`config.mk`:
```
export PLATFORM = sky130hd
export DESIGN_NAME = char_lcd_buffer_refresh_4bit
export DESIGN_NICKNAME = d
export VERILOG_FILES = /design/src/hdl/lcdbr_pkg.sv /design/src/hdl/lcdbr_fbuf.sv /design/src/hdl/lcdbr_seq.sv /design/src/hdl/char_lcd_buffer_refresh_4bit.sv
export SDC_FILE = /design/constraint.sdc
export NUM_CORES = 1
export LEC_CHECK = 0
export ABC_AREA = 1
export BUFFER_PORTS_ARGS = -buffer_cell sky130_fd_sc_hd__clkbuf_2
export CORE_MARGIN = 2
export CORE_UTILIZATION = 41
export CTS_CLUSTER_DIAMETER = 40
export CTS_CLUSTER_SIZE = 14
export DETAILED_ROUTE_END_ITERATION = 10
export PLACE_DENSITY = 0.65
export SYNTH_ARGS = -nofsm -noshare
export SYNTH_HDL_FRONTEND = slang
export SYNTH_SLANG_ARGS = --single-unit
```
`constraint.sdc`:
```
create_clock -name clk -period 4.98 [get_ports clk]
set_clock_uncertainty 0.2 [all_clocks]
set_input_delay 0.747 -clock clk [delete_from_list [all_inputs] [get_ports clk]]
set_output_delay 0.747 -clock clk [all_outputs]
set_load 0.05 [all_outputs]
```
`src/hdl/lcdbr_pkg.sv`:
```
// Shared types, constants and helper functions for the character LCD
// buffer/refresh block. No dependencies; imported by every module.

package lcdbr_pkg;

  localparam int LINE_WIDTH = 20;
  localparam int LINE_COUNT = 4;
  localparam int FB_DEPTH   = LINE_WIDTH * LINE_COUNT;
  localparam int ADDR_W     = $clog2(FB_DEPTH);
  localparam int COL_W      = (LINE_WIDTH > 1) ? $clog2(LINE_WIDTH) : 1;
  localparam int LINE_IDX_W = (LINE_COUNT > 1) ? $clog2(LINE_COUNT) : 1;

  localparam int INIT_SINGLE = 4;
  localparam int INIT_BYTES  = 10;
  localparam int INIT_LAST   = INIT_BYTES - 1;
  localparam int CNT_MAX     = (LINE_WIDTH > INIT_LAST) ? LINE_WIDTH : INIT_LAST;
  localparam int CNT_W       = $clog2(CNT_MAX + 1);

  localparam logic [7:0] CHAR_SPACE     = 8'h20;
  localparam logic [7:0] CMD_WAKE       = 8'h3F;
  localparam logic [7:0] CMD_SET_4BIT   = 8'h20;
  localparam logic [7:0] CMD_FUNC_SET   = 8'h28;
  localparam logic [7:0] CMD_DISP_OFF   = 8'h08;
  localparam logic [7:0] CMD_CLEAR      = 8'h01;
  localparam logic [7:0] CMD_HOME       = 8'h02;
  localparam logic [7:0] CMD_ENTRY_MODE = 8'h07;
  localparam logic [7:0] CMD_DISP_ON    = 8'h0C;

  localparam logic [7:0] LINE0_ADDR_RST = 8'h80;
  localparam logic [7:0] LINE1_ADDR_RST = 8'hC0;
  localparam logic [7:0] LINE2_ADDR_RST = 8'h94;
  localparam logic [7:0] LINE3_ADDR_RST = 8'hD4;

  typedef enum logic [1:0] {
    REQ_WRITE = 2'd0,
    REQ_CLEAR = 2'd1,
    REQ_FLUSH = 2'd2,
    REQ_INIT  = 2'd3
  } req_kind_t;

  typedef enum logic [2:0] {
    CFG_OUTPUT_ENABLE = 3'd0,
    CFG_PANEL_SELECT  = 3'd1,
    CFG_LINE0_ADDRESS = 3'd2,
    CFG_LINE1_ADDRESS = 3'd3,
    CFG_LINE2_ADDRESS = 3'd4,
    CFG_LINE3_ADDRESS = 3'd5
  } cfg_reg_t;

  typedef enum logic [1:0] {
    ST_IDLE,
    ST_FLUSH,
    ST_INIT
  } seq_state_t;

  typedef struct packed {
    logic [1:0] req_type;
    logic [1:0] line;
    logic [4:0] column;
    logic [7:0] char_code;
  } req_t;

  typedef struct packed {
    logic [2:0] select_bits;
    logic       reg_select;
    logic [3:0] nibble;
    logic       last;
  } nib_t;

  typedef struct packed {
    logic            output_enable;
    logic [2:0]      panel_select;
    logic [3:0][7:0] ddram_cmd;
  } cfg_regs_t;

  typedef struct packed {
    logic                  wr;
    logic                  clr;
    logic [LINE_IDX_W-1:0] line;
    logic [COL_W-1:0]      col;
    logic [7:0]            data;
    logic [LINE_IDX_W-1:0] rd_line;
    logic [COL_W-1:0]      rd_col;
  } fb_cmd_t;

  function automatic logic [ADDR_W-1:0] fb_addr(input logic [LINE_IDX_W-1:0] ln,
                                                input logic [COL_W-1:0] col);
    logic [ADDR_W-1:0] base;
    base = ADDR_W'(ln) * ADDR_W'(LINE_WIDTH);
    return base + ADDR_W'(col);
  endfunction

  function automatic logic [7:0] init_byte(input logic [CNT_W-1:0] idx);
    logic [7:0] b;
    case (idx)
      CNT_W'(0): b = CMD_WAKE;
      CNT_W'(1): b = CMD_WAKE;
      CNT_W'(2): b = CMD_WAKE;
      CNT_W'(3): b = CMD_SET_4BIT;
      CNT_W'(4): b = CMD_FUNC_SET;
      CNT_W'(5): b = CMD_DISP_OFF;
      CNT_W'(6): b = CMD_CLEAR;
      CNT_W'(7): b = CMD_HOME;
      CNT_W'(8): b = CMD_ENTRY_MODE;
      CNT_W'(9): b = CMD_DISP_ON;
      default:   b = CHAR_SPACE;
    endcase
    return b;
  endfunction

endpackage

```
`src/hdl/lcdbr_fbuf.sv`:
```
// Character frame buffer: one-write/one-read memory with registered read,
// plus per-entry valid bits so unwritten or cleared entries read as space.
// Depends on lcdbr_pkg.

module lcdbr_fbuf (
  input  logic              clk,
  input  logic              rst,
  input  lcdbr_pkg::fb_cmd_t cmd,
  output logic [7:0]        rd_char
);
  import lcdbr_pkg::*;

  logic [7:0] mem [FB_DEPTH];
  logic [LINE_COUNT-1:0][LINE_WIDTH-1:0] vld;
  logic [7:0] rd_q;
  logic       rd_vld;

  always_ff @(posedge clk) begin
    if (cmd.wr) begin
      mem[fb_addr(cmd.line, cmd.col)] <= cmd.data;
    end
    rd_q   <= mem[fb_addr(cmd.rd_line, cmd.rd_col)];
    rd_vld <= vld[cmd.rd_line][cmd.rd_col];
  end

  always_ff @(posedge clk) begin
    if (rst) begin
      vld <= '0;
    end else if (cmd.clr) begin
      vld[cmd.line] <= '0;
    end else if (cmd.wr) begin
      vld[cmd.line][cmd.col] <= 1'b1;
    end
  end

  assign rd_char = rd_vld ? rd_q : CHAR_SPACE;

endmodule

```
`src/hdl/lcdbr_seq.sv`:
```
// Request sequencer: decodes requests, walks flush and power-up sequences and
// shifts each byte out one nibble per cycle, unless the receiver stalls, into
// the output register. Depends on lcdbr_pkg.

module lcdbr_seq (
  input  logic                clk,
  input  logic                rst,
  input  lcdbr_pkg::cfg_regs_t cfg,
  input  lcdbr_pkg::req_t      req,
  input  logic                req_valid,
  output logic                req_stall,
  output lcdbr_pkg::nib_t      nib,
  output logic                nib_valid,
  input  logic                nib_stall,
  output lcdbr_pkg::fb_cmd_t   fb_cmd,
  input  logic [7:0]          rd_char
);
  import lcdbr_pkg::*;

  seq_state_t            state, state_next;
  logic [7:0]            cur_byte;
  logic                  half;
  logic                  rs;
  logic [CNT_W-1:0]      cnt;
  logic [LINE_IDX_W-1:0] line_r;

  logic accept, adv, single, last_nib, start_flush, start_init;
  logic in_range_line, in_range_col;

  assign in_range_line = 32'(req.line) < LINE_COUNT;
  assign in_range_col  = 32'(req.column) < LINE_WIDTH;
  assign accept        = req_valid && !req_stall;
  assign start_flush   = accept && req.req_type == REQ_FLUSH && cfg.output_enable
                         && in_range_line;
  assign start_init    = accept && req.req_type == REQ_INIT;
  assign adv           = state != ST_IDLE && (!nib_valid || !nib_stall);
  assign single        = state == ST_INIT && cnt < CNT_W'(INIT_SINGLE);

  always_comb begin
    state_next = state;
    unique case (state)
      ST_IDLE: begin
        if (start_flush) begin
          state_next = ST_FLUSH;
        end else if (start_init) begin
          state_next = ST_INIT;
        end
      end
      ST_FLUSH, ST_INIT: begin
        if (adv && last_nib) begin
          state_next = ST_IDLE;
        end
      end
      default: state_next = ST_IDLE;
    endcase
  end

  always_comb begin
    last_nib       = 1'b0;
    req_stall      = 1'b1;
    fb_cmd.wr      = 1'b0;
    fb_cmd.clr     = 1'b0;
    fb_cmd.line    = req.line[LINE_IDX_W-1:0];
    fb_cmd.col     = req.column[COL_W-1:0];
    fb_cmd.data    = req.char_code;
    fb_cmd.rd_line = line_r;
    fb_cmd.rd_col  = (cnt < CNT_W'(LINE_WIDTH)) ? cnt[COL_W-1:0] : '0;
    unique case (state)
      ST_IDLE: begin
        req_stall  = 1'b0;
        fb_cmd.wr  = req_valid && req.req_type == REQ_WRITE && in_range_line
                     && in_range_col;
        fb_cmd.clr = req_valid && req.req_type == REQ_CLEAR && in_range_line;
      end
      ST_FLUSH: last_nib = half && cnt == CNT_W'(LINE_WIDTH);
      ST_INIT:  last_nib = (half || single) && cnt == CNT_W'(INIT_LAST);
      default: ;
    endcase
  end

  always_ff @(posedge clk) begin
    if (rst) begin
      state     <= ST_IDLE;
      nib_valid <= 1'b0;
      cnt       <= '0;
      line_r    <= '0;
    end else begin
      state <= state_next;
      if (adv) begin
        nib_valid <= 1'b1;
      end else if (!nib_stall) begin
        nib_valid <= 1'b0;
      end
      if (start_flush) begin
        cnt    <= '0;
        line_r <= req.line[LINE_IDX_W-1:0];
      end else if (start_init) begin
        cnt <= '0;
      end else if (adv && !last_nib && (half || single)) begin
        cnt <= cnt + 1'b1;
      end
    end
  end

  always_ff @(posedge clk) begin
    if (start_flush) begin
      cur_byte <= cfg.ddram_cmd[req.line];
      rs       <= 1'b0;
      half     <= 1'b0;
    end else if (start_init) begin
      cur_byte <= init_byte('0);
      rs       <= 1'b0;
      half     <= 1'b0;
    end else if (adv) begin
      nib.select_bits <= cfg.panel_select;
      nib.reg_select  <= rs;
      nib.nibble      <= cur_byte[7:4];
      nib.last        <= last_nib;
      if (!half && !single) begin
        half     <= 1'b1;
        cur_byte <= {cur_byte[3:0], 4'h0};
      end else begin
        half <= 1'b0;
        if (state == ST_FLUSH) begin
          cur_byte <= rd_char;
          rs       <= 1'b1;
        end else begin
          cur_byte <= init_byte(cnt + 1'b1);
        end
      end
    end
  end

endmodule

```
`src/hdl/char_lcd_buffer_refresh_4bit.sv`:
```
// Top level of the character LCD buffer/refresh block: configuration
// registers, frame buffer and nibble sequencer.
// Depends on lcdbr_pkg, lcdbr_fbuf and lcdbr_seq.
//
// Usage:
//   req/req_valid/req_stall carries one request (write char, clear line,
//   flush line, power-up init). nib/nib_valid/nib_stall carries one bus nibble
//   per transfer with panel select, RS level and a last flag.
//   cfg_valid/cfg_ready writes registers 0..5; cfg_ready is always high.
// Timing:
//   Write and clear emit nothing. A flush emits 2 + 2*LINE_WIDTH nibbles
//   (42) and power-up init 16, one per cycle while the receiver does not
//   stall, from an 8-bit shift register; the first nibble passes through the
//   state register and then the output register before it is valid. req_stall
//   is high from a flush or init acceptance until its last nibble is loaded,
//   so the next request can enter while that last nibble may still wait.
//   A stalled receiver holds the output register and freezes the sequence.
// Reset:
//   Clears control state; the buffer reads as spaces at once through per-entry
//   valid bits, so no clearing pass is needed.

module char_lcd_buffer_refresh_4bit (
  input  logic            clk,
  input  logic            rst,
  input  lcdbr_pkg::req_t req,
  input  logic            req_valid,
  output logic            req_stall,
  output lcdbr_pkg::nib_t nib,
  output logic            nib_valid,
  input  logic            nib_stall,
  input  logic            cfg_valid,
  output logic            cfg_ready,
  input  logic [2:0]      cfg_index,
  input  logic [7:0]      cfg_data
);
  import lcdbr_pkg::*;

  cfg_regs_t cfg;
  fb_cmd_t   fb_cmd;
  logic [7:0] rd_char;

  assign cfg_ready = 1'b1;

  always_ff @(posedge clk) begin
    if (rst) begin
      cfg.output_enable <= 1'b0;
      cfg.panel_select  <= '0;
      cfg.ddram_cmd[0]  <= LINE0_ADDR_RST;
      cfg.ddram_cmd[1]  <= LINE1_ADDR_RST;
      cfg.ddram_cmd[2]  <= LINE2_ADDR_RST;
      cfg.ddram_cmd[3]  <= LINE3_ADDR_RST;
    end else if (cfg_valid && cfg_ready) begin
      unique case (cfg_index)
        CFG_OUTPUT_ENABLE: cfg.output_enable <= cfg_data[0];
        CFG_PANEL_SELECT:  cfg.panel_select  <= cfg_data[2:0];
        CFG_LINE0_ADDRESS: cfg.ddram_cmd[0]  <= cfg_data;
        CFG_LINE1_ADDRESS: cfg.ddram_cmd[1]  <= cfg_data;
        CFG_LINE2_ADDRESS: cfg.ddram_cmd[2]  <= cfg_data;
        CFG_LINE3_ADDRESS: cfg.ddram_cmd[3]  <= cfg_data;
        default: ;
      endcase
    end
  end

  lcdbr_fbuf u_fbuf (
    .clk     (clk),
    .rst     (rst),
    .cmd     (fb_cmd),
    .rd_char (rd_char)
  );

  lcdbr_seq u_seq (
    .clk       (clk),
    .rst       (rst),
    .cfg       (cfg),
    .req       (req),
    .req_valid (req_valid),
    .req_stall (req_stall),
    .nib       (nib),
    .nib_valid (nib_valid),
    .nib_stall (nib_stall),
    .fb_cmd    (fb_cmd),
    .rd_char   (rd_char)
  );

endmodule

```
==> results.md <==
- Outcome: finished, final reports clean
- Setup ws final: 1.11 ns
- Vias: 24700
- Crit-path leading delay family: buffers and inverters
- GRT Max-Usage Layer: met2
- M3 GR Usage: 0.0355
- Maximum buffer depth of the clock tree: 3
- Register area: 0.0225 mm^2
- Arr. time, crit path: 4.29 ns
- # H-tree levels: 3
- Pin count of the biggest net entering global routing: 142
- Syn avg cell area: 10.0 um^2
- Die Y: 295 um
- Tightest Pin Transition: 1.12 ns
- Beginning of the critical path: u_seq.cnt[2]$_SDFFE_PP0P_
- Critical Path End Type: flip-flop
- Met2 GRT Util: 0.353
- Crit path top cell by count: nand2_1
- Netlist Area Pre-Place: 0.0346 mm^2
- Post-synth EDFFs: 657
- CP max-delay cell: clkinv_2
- Hold_sp: nib_stall
- Crit path max fanout: 53
- Worst-path cell chain: inv_1, nor2_1, ha_4, clkinv_2, buf_4, nor2_1, nand2_1, nand3_1, nand2_1, inv_1, nand2_1, nand3_1, nand3_1, nand2_1, nand2_1, nand2_1
- RSZ-0062 raised after global routing: no
- Final critical-path share of the clock period: 0.778
- Die W: 295 um
- Hold Slack: 0.130 ns
- Antenna-violating nets left: 0
- DRC: 0
- Max-Cap Viols: 0
- P per Cell Area: 432 mW/mm^2
- Vias in the first global route: 23900
- Top cells by area, synth: edfxtp_1 57%, dfxtp_1 7.9%, nand2_1 7.1%, nand3_1 6.9%, inv_1 5.0%
- Fillers: 7586
- Final wirelength: 93800 um
- Final Cell Area: 0.0396 mm^2
- Ys async rst share: 0
- WHS Path Cells: 3
- CTS tree: done
- Most numerous cell in the Yosys netlist: edfxtp_1
- Port Buffer Count: 43
- Io pins: 45
- RePlAce Congestion: 0.879
- Reg-to-Reg Start: u_seq.cnt[2]$_SDFFE_PP0P_
- Dominant synthesized flop cell: edfxtp_1
- DP Worst Slack: 0.930 ns
- Via density per instance: 5.32
- Post-synth top area cell: edfxtp_1
- Die ar.: 0.0868 mm^2
- WP buf/inv: 4
- First-pass GRT wire length: 143000 um
- Hold Path Sink: u_seq.nib_valid$_SDFFE_PP0P_
- Starting DRT DRC Count: 2831
- Detail Placement HPWL: 55500 um
- Synth Warn #: 0
- Overall power: 17.1 mW
- WS Path Type: flip-flop to flip-flop
- Worst vdd ir: 0.000259 V
- Met1 usage: 0.289
- Syn Inst Count: 3456
- Hold/Removal Path Class: primary input to flip-flop
- Crit path time final: 3.87 ns
- First-pass DRT Iterations: 6
- Synth top cells by count: 657 x edfxtp_1, 656 x nand2_1, 478 x nand3_1
- Row count: 106
- CTS Buf Count: 105
- DP Area: 0.0359 mm^2
- Per-cell routed wire length: 20.2 um
- Final Hold Fails: 0
- Setup TNS: 0 ns
- Synth cell types: 41
- CTS Hold Buffers Added: 0
- Syn nets: 3506
- Total grt overflow: 0
- Post CTS Setup Buffer Count: 0
- Max incr delay on CP: 0.74 ns
- Layout cells sized above 1: 0.0885
- Initial core utilization: 0.414
- # resized after CTS: 0
- Seq/Total Area, Yosys: 0.649
- Cells on worst reg2reg path: 16
- Placeable Area: 0.0836 mm^2
- Fmax: 258 MHz
- Yosys top cell area share: 0.570
- CP Launch Type: flip-flop
- Setup violators final: 0
- Reg2reg end: u_fbuf.rd_q[6]$_DFF_P_
- Initial antenna violation count: 1
- Clk_lat worst skew: 0.68 ns
- Synth-to-Final Area Change: 14.3%
- R2R setup slack: 1.11 ns
- Tot GR Track Use: 0.216
- Post-layout nets: 3516
- Clk sinks: 794
- Root Driver: clkbuf_16
- Pleak: 14.9 nW
- Multi-input gate area: 0.00964 mm^2
- Rel. slew slack: 0.255
- Reg clk slew, reported paths: 0.06 ns
- Count of state elements after synthesis: 794
- Req. time, crit path: 5.39 ns
- Pins over their slew limit: 0
flip-flops by register name (all words and copies together), names as in the netlist:
| name | flops |
|---|---|
| u_fbuf.vld | 80 |
| u_seq.nib_valid | 1 |
| u_fbuf.mem | 640 |
| u_seq.cur_byte | 8 |
| u_seq.cnt | 5 |
| u_fbuf.rd_q | 8 |
| u_fbuf.rd_vld | 1 |
| u_seq.line_r | 2 |
| u_seq.state | 2 |
| u_seq.half | 1 |
| cfg | 36 |
| u_seq.rs | 1 |
| u_seq.nib | 9 |
layout by cell type, fill, tap and decap left out, types with 13 or more instances in the layout:
cell	n
or2_2	21
o21ai_1	18
a21oi_1	137
nand2_1	655
o211ai_1	76
clkbuf_2	35
dfxtp_1	136
clkbuf_16	106
ha_1	14
inv_6	13
buf_4	47
nor2_1	306
o21ai_0	141
edfxtp_1	657
nand3_1	478
or2_0	28
inv_1	457
nand3b_1	74
clkinv_2	18
power breakdown:
part           internal, mW  switching, mW
Sequential             7.30         0.0944
Combinational         0.539           1.44
Clock                  4.63           3.11
Total                  12.5           4.65
per-stage QoR:
step / instances / util
after floorplan: 3456 / -
after global placement: 4439 / 0.429
after detailed placement: 4439 / 0.429
after CTS: 4639 / 0.474
after global routing: 4640 / 0.474
final: 4640 / 0.474
cell type report:
cell class,count,area share
flip-flops and latches,794,0.568
clock inverters,83,0.0246
multi-input cells,2014,0.244
clock buffers,117,0.0688
well taps,1080,0.0341
diodes,1,0.0000632
repair buffers,89,0.0169
inverters,462,0.0439
worst min-delay path, stage by stage:
cell	delay [ns]
clkbuf_2	0.08
nand2_1	0.08
a21oi_1	0.06
worst max path at each step:
stage / end / depth (start not counted) / slack, ns
2_1_floorplan: u_fbuf.mem[78][0]$_DFFE_PP_ / 6 / 2.09
3_3_place_gp: u_fbuf.mem[71][7]$_DFFE_PP_ / 9 / 1.07
3_5_place_dp: u_fbuf.mem[71][7]$_DFFE_PP_ / 9 / 0.93
4_1_cts: u_fbuf.rd_q[6]$_DFF_P_ / 16 / 1.12
5_1_grt: u_fbuf.rd_q[6]$_DFF_P_ / 16 / 0.81
6_report: u_fbuf.rd_q[6]$_DFF_P_ / 16 / 1.11
cells by family (layout without fill, tap and decap cells):
kind of cell / count (synthesis) / in the layout / share of synthesized area
flip-flops: 794 / 794 / 0.649
XOR/XNOR: 5 / 5 / 0.00127
AO/OA/AOI/OAI: 406 / 406 / 0.0671
AND/OR/NAND/NOR: 1585 / 1585 / 0.202
adder cells (fa/ha/maj): 17 / 17 / 0.00658
other: 1 / 2 / 0.000108
buffers and inverters: 648 / 751 / 0.0737
routing by layer:
metal,up-vias,wire (um)
met5,-,0
met4,0,3130
met3,199,7510
met2,1064,44200
met1,11800,39000
li1,11700,-
Power figures use the tool's default switching activity.
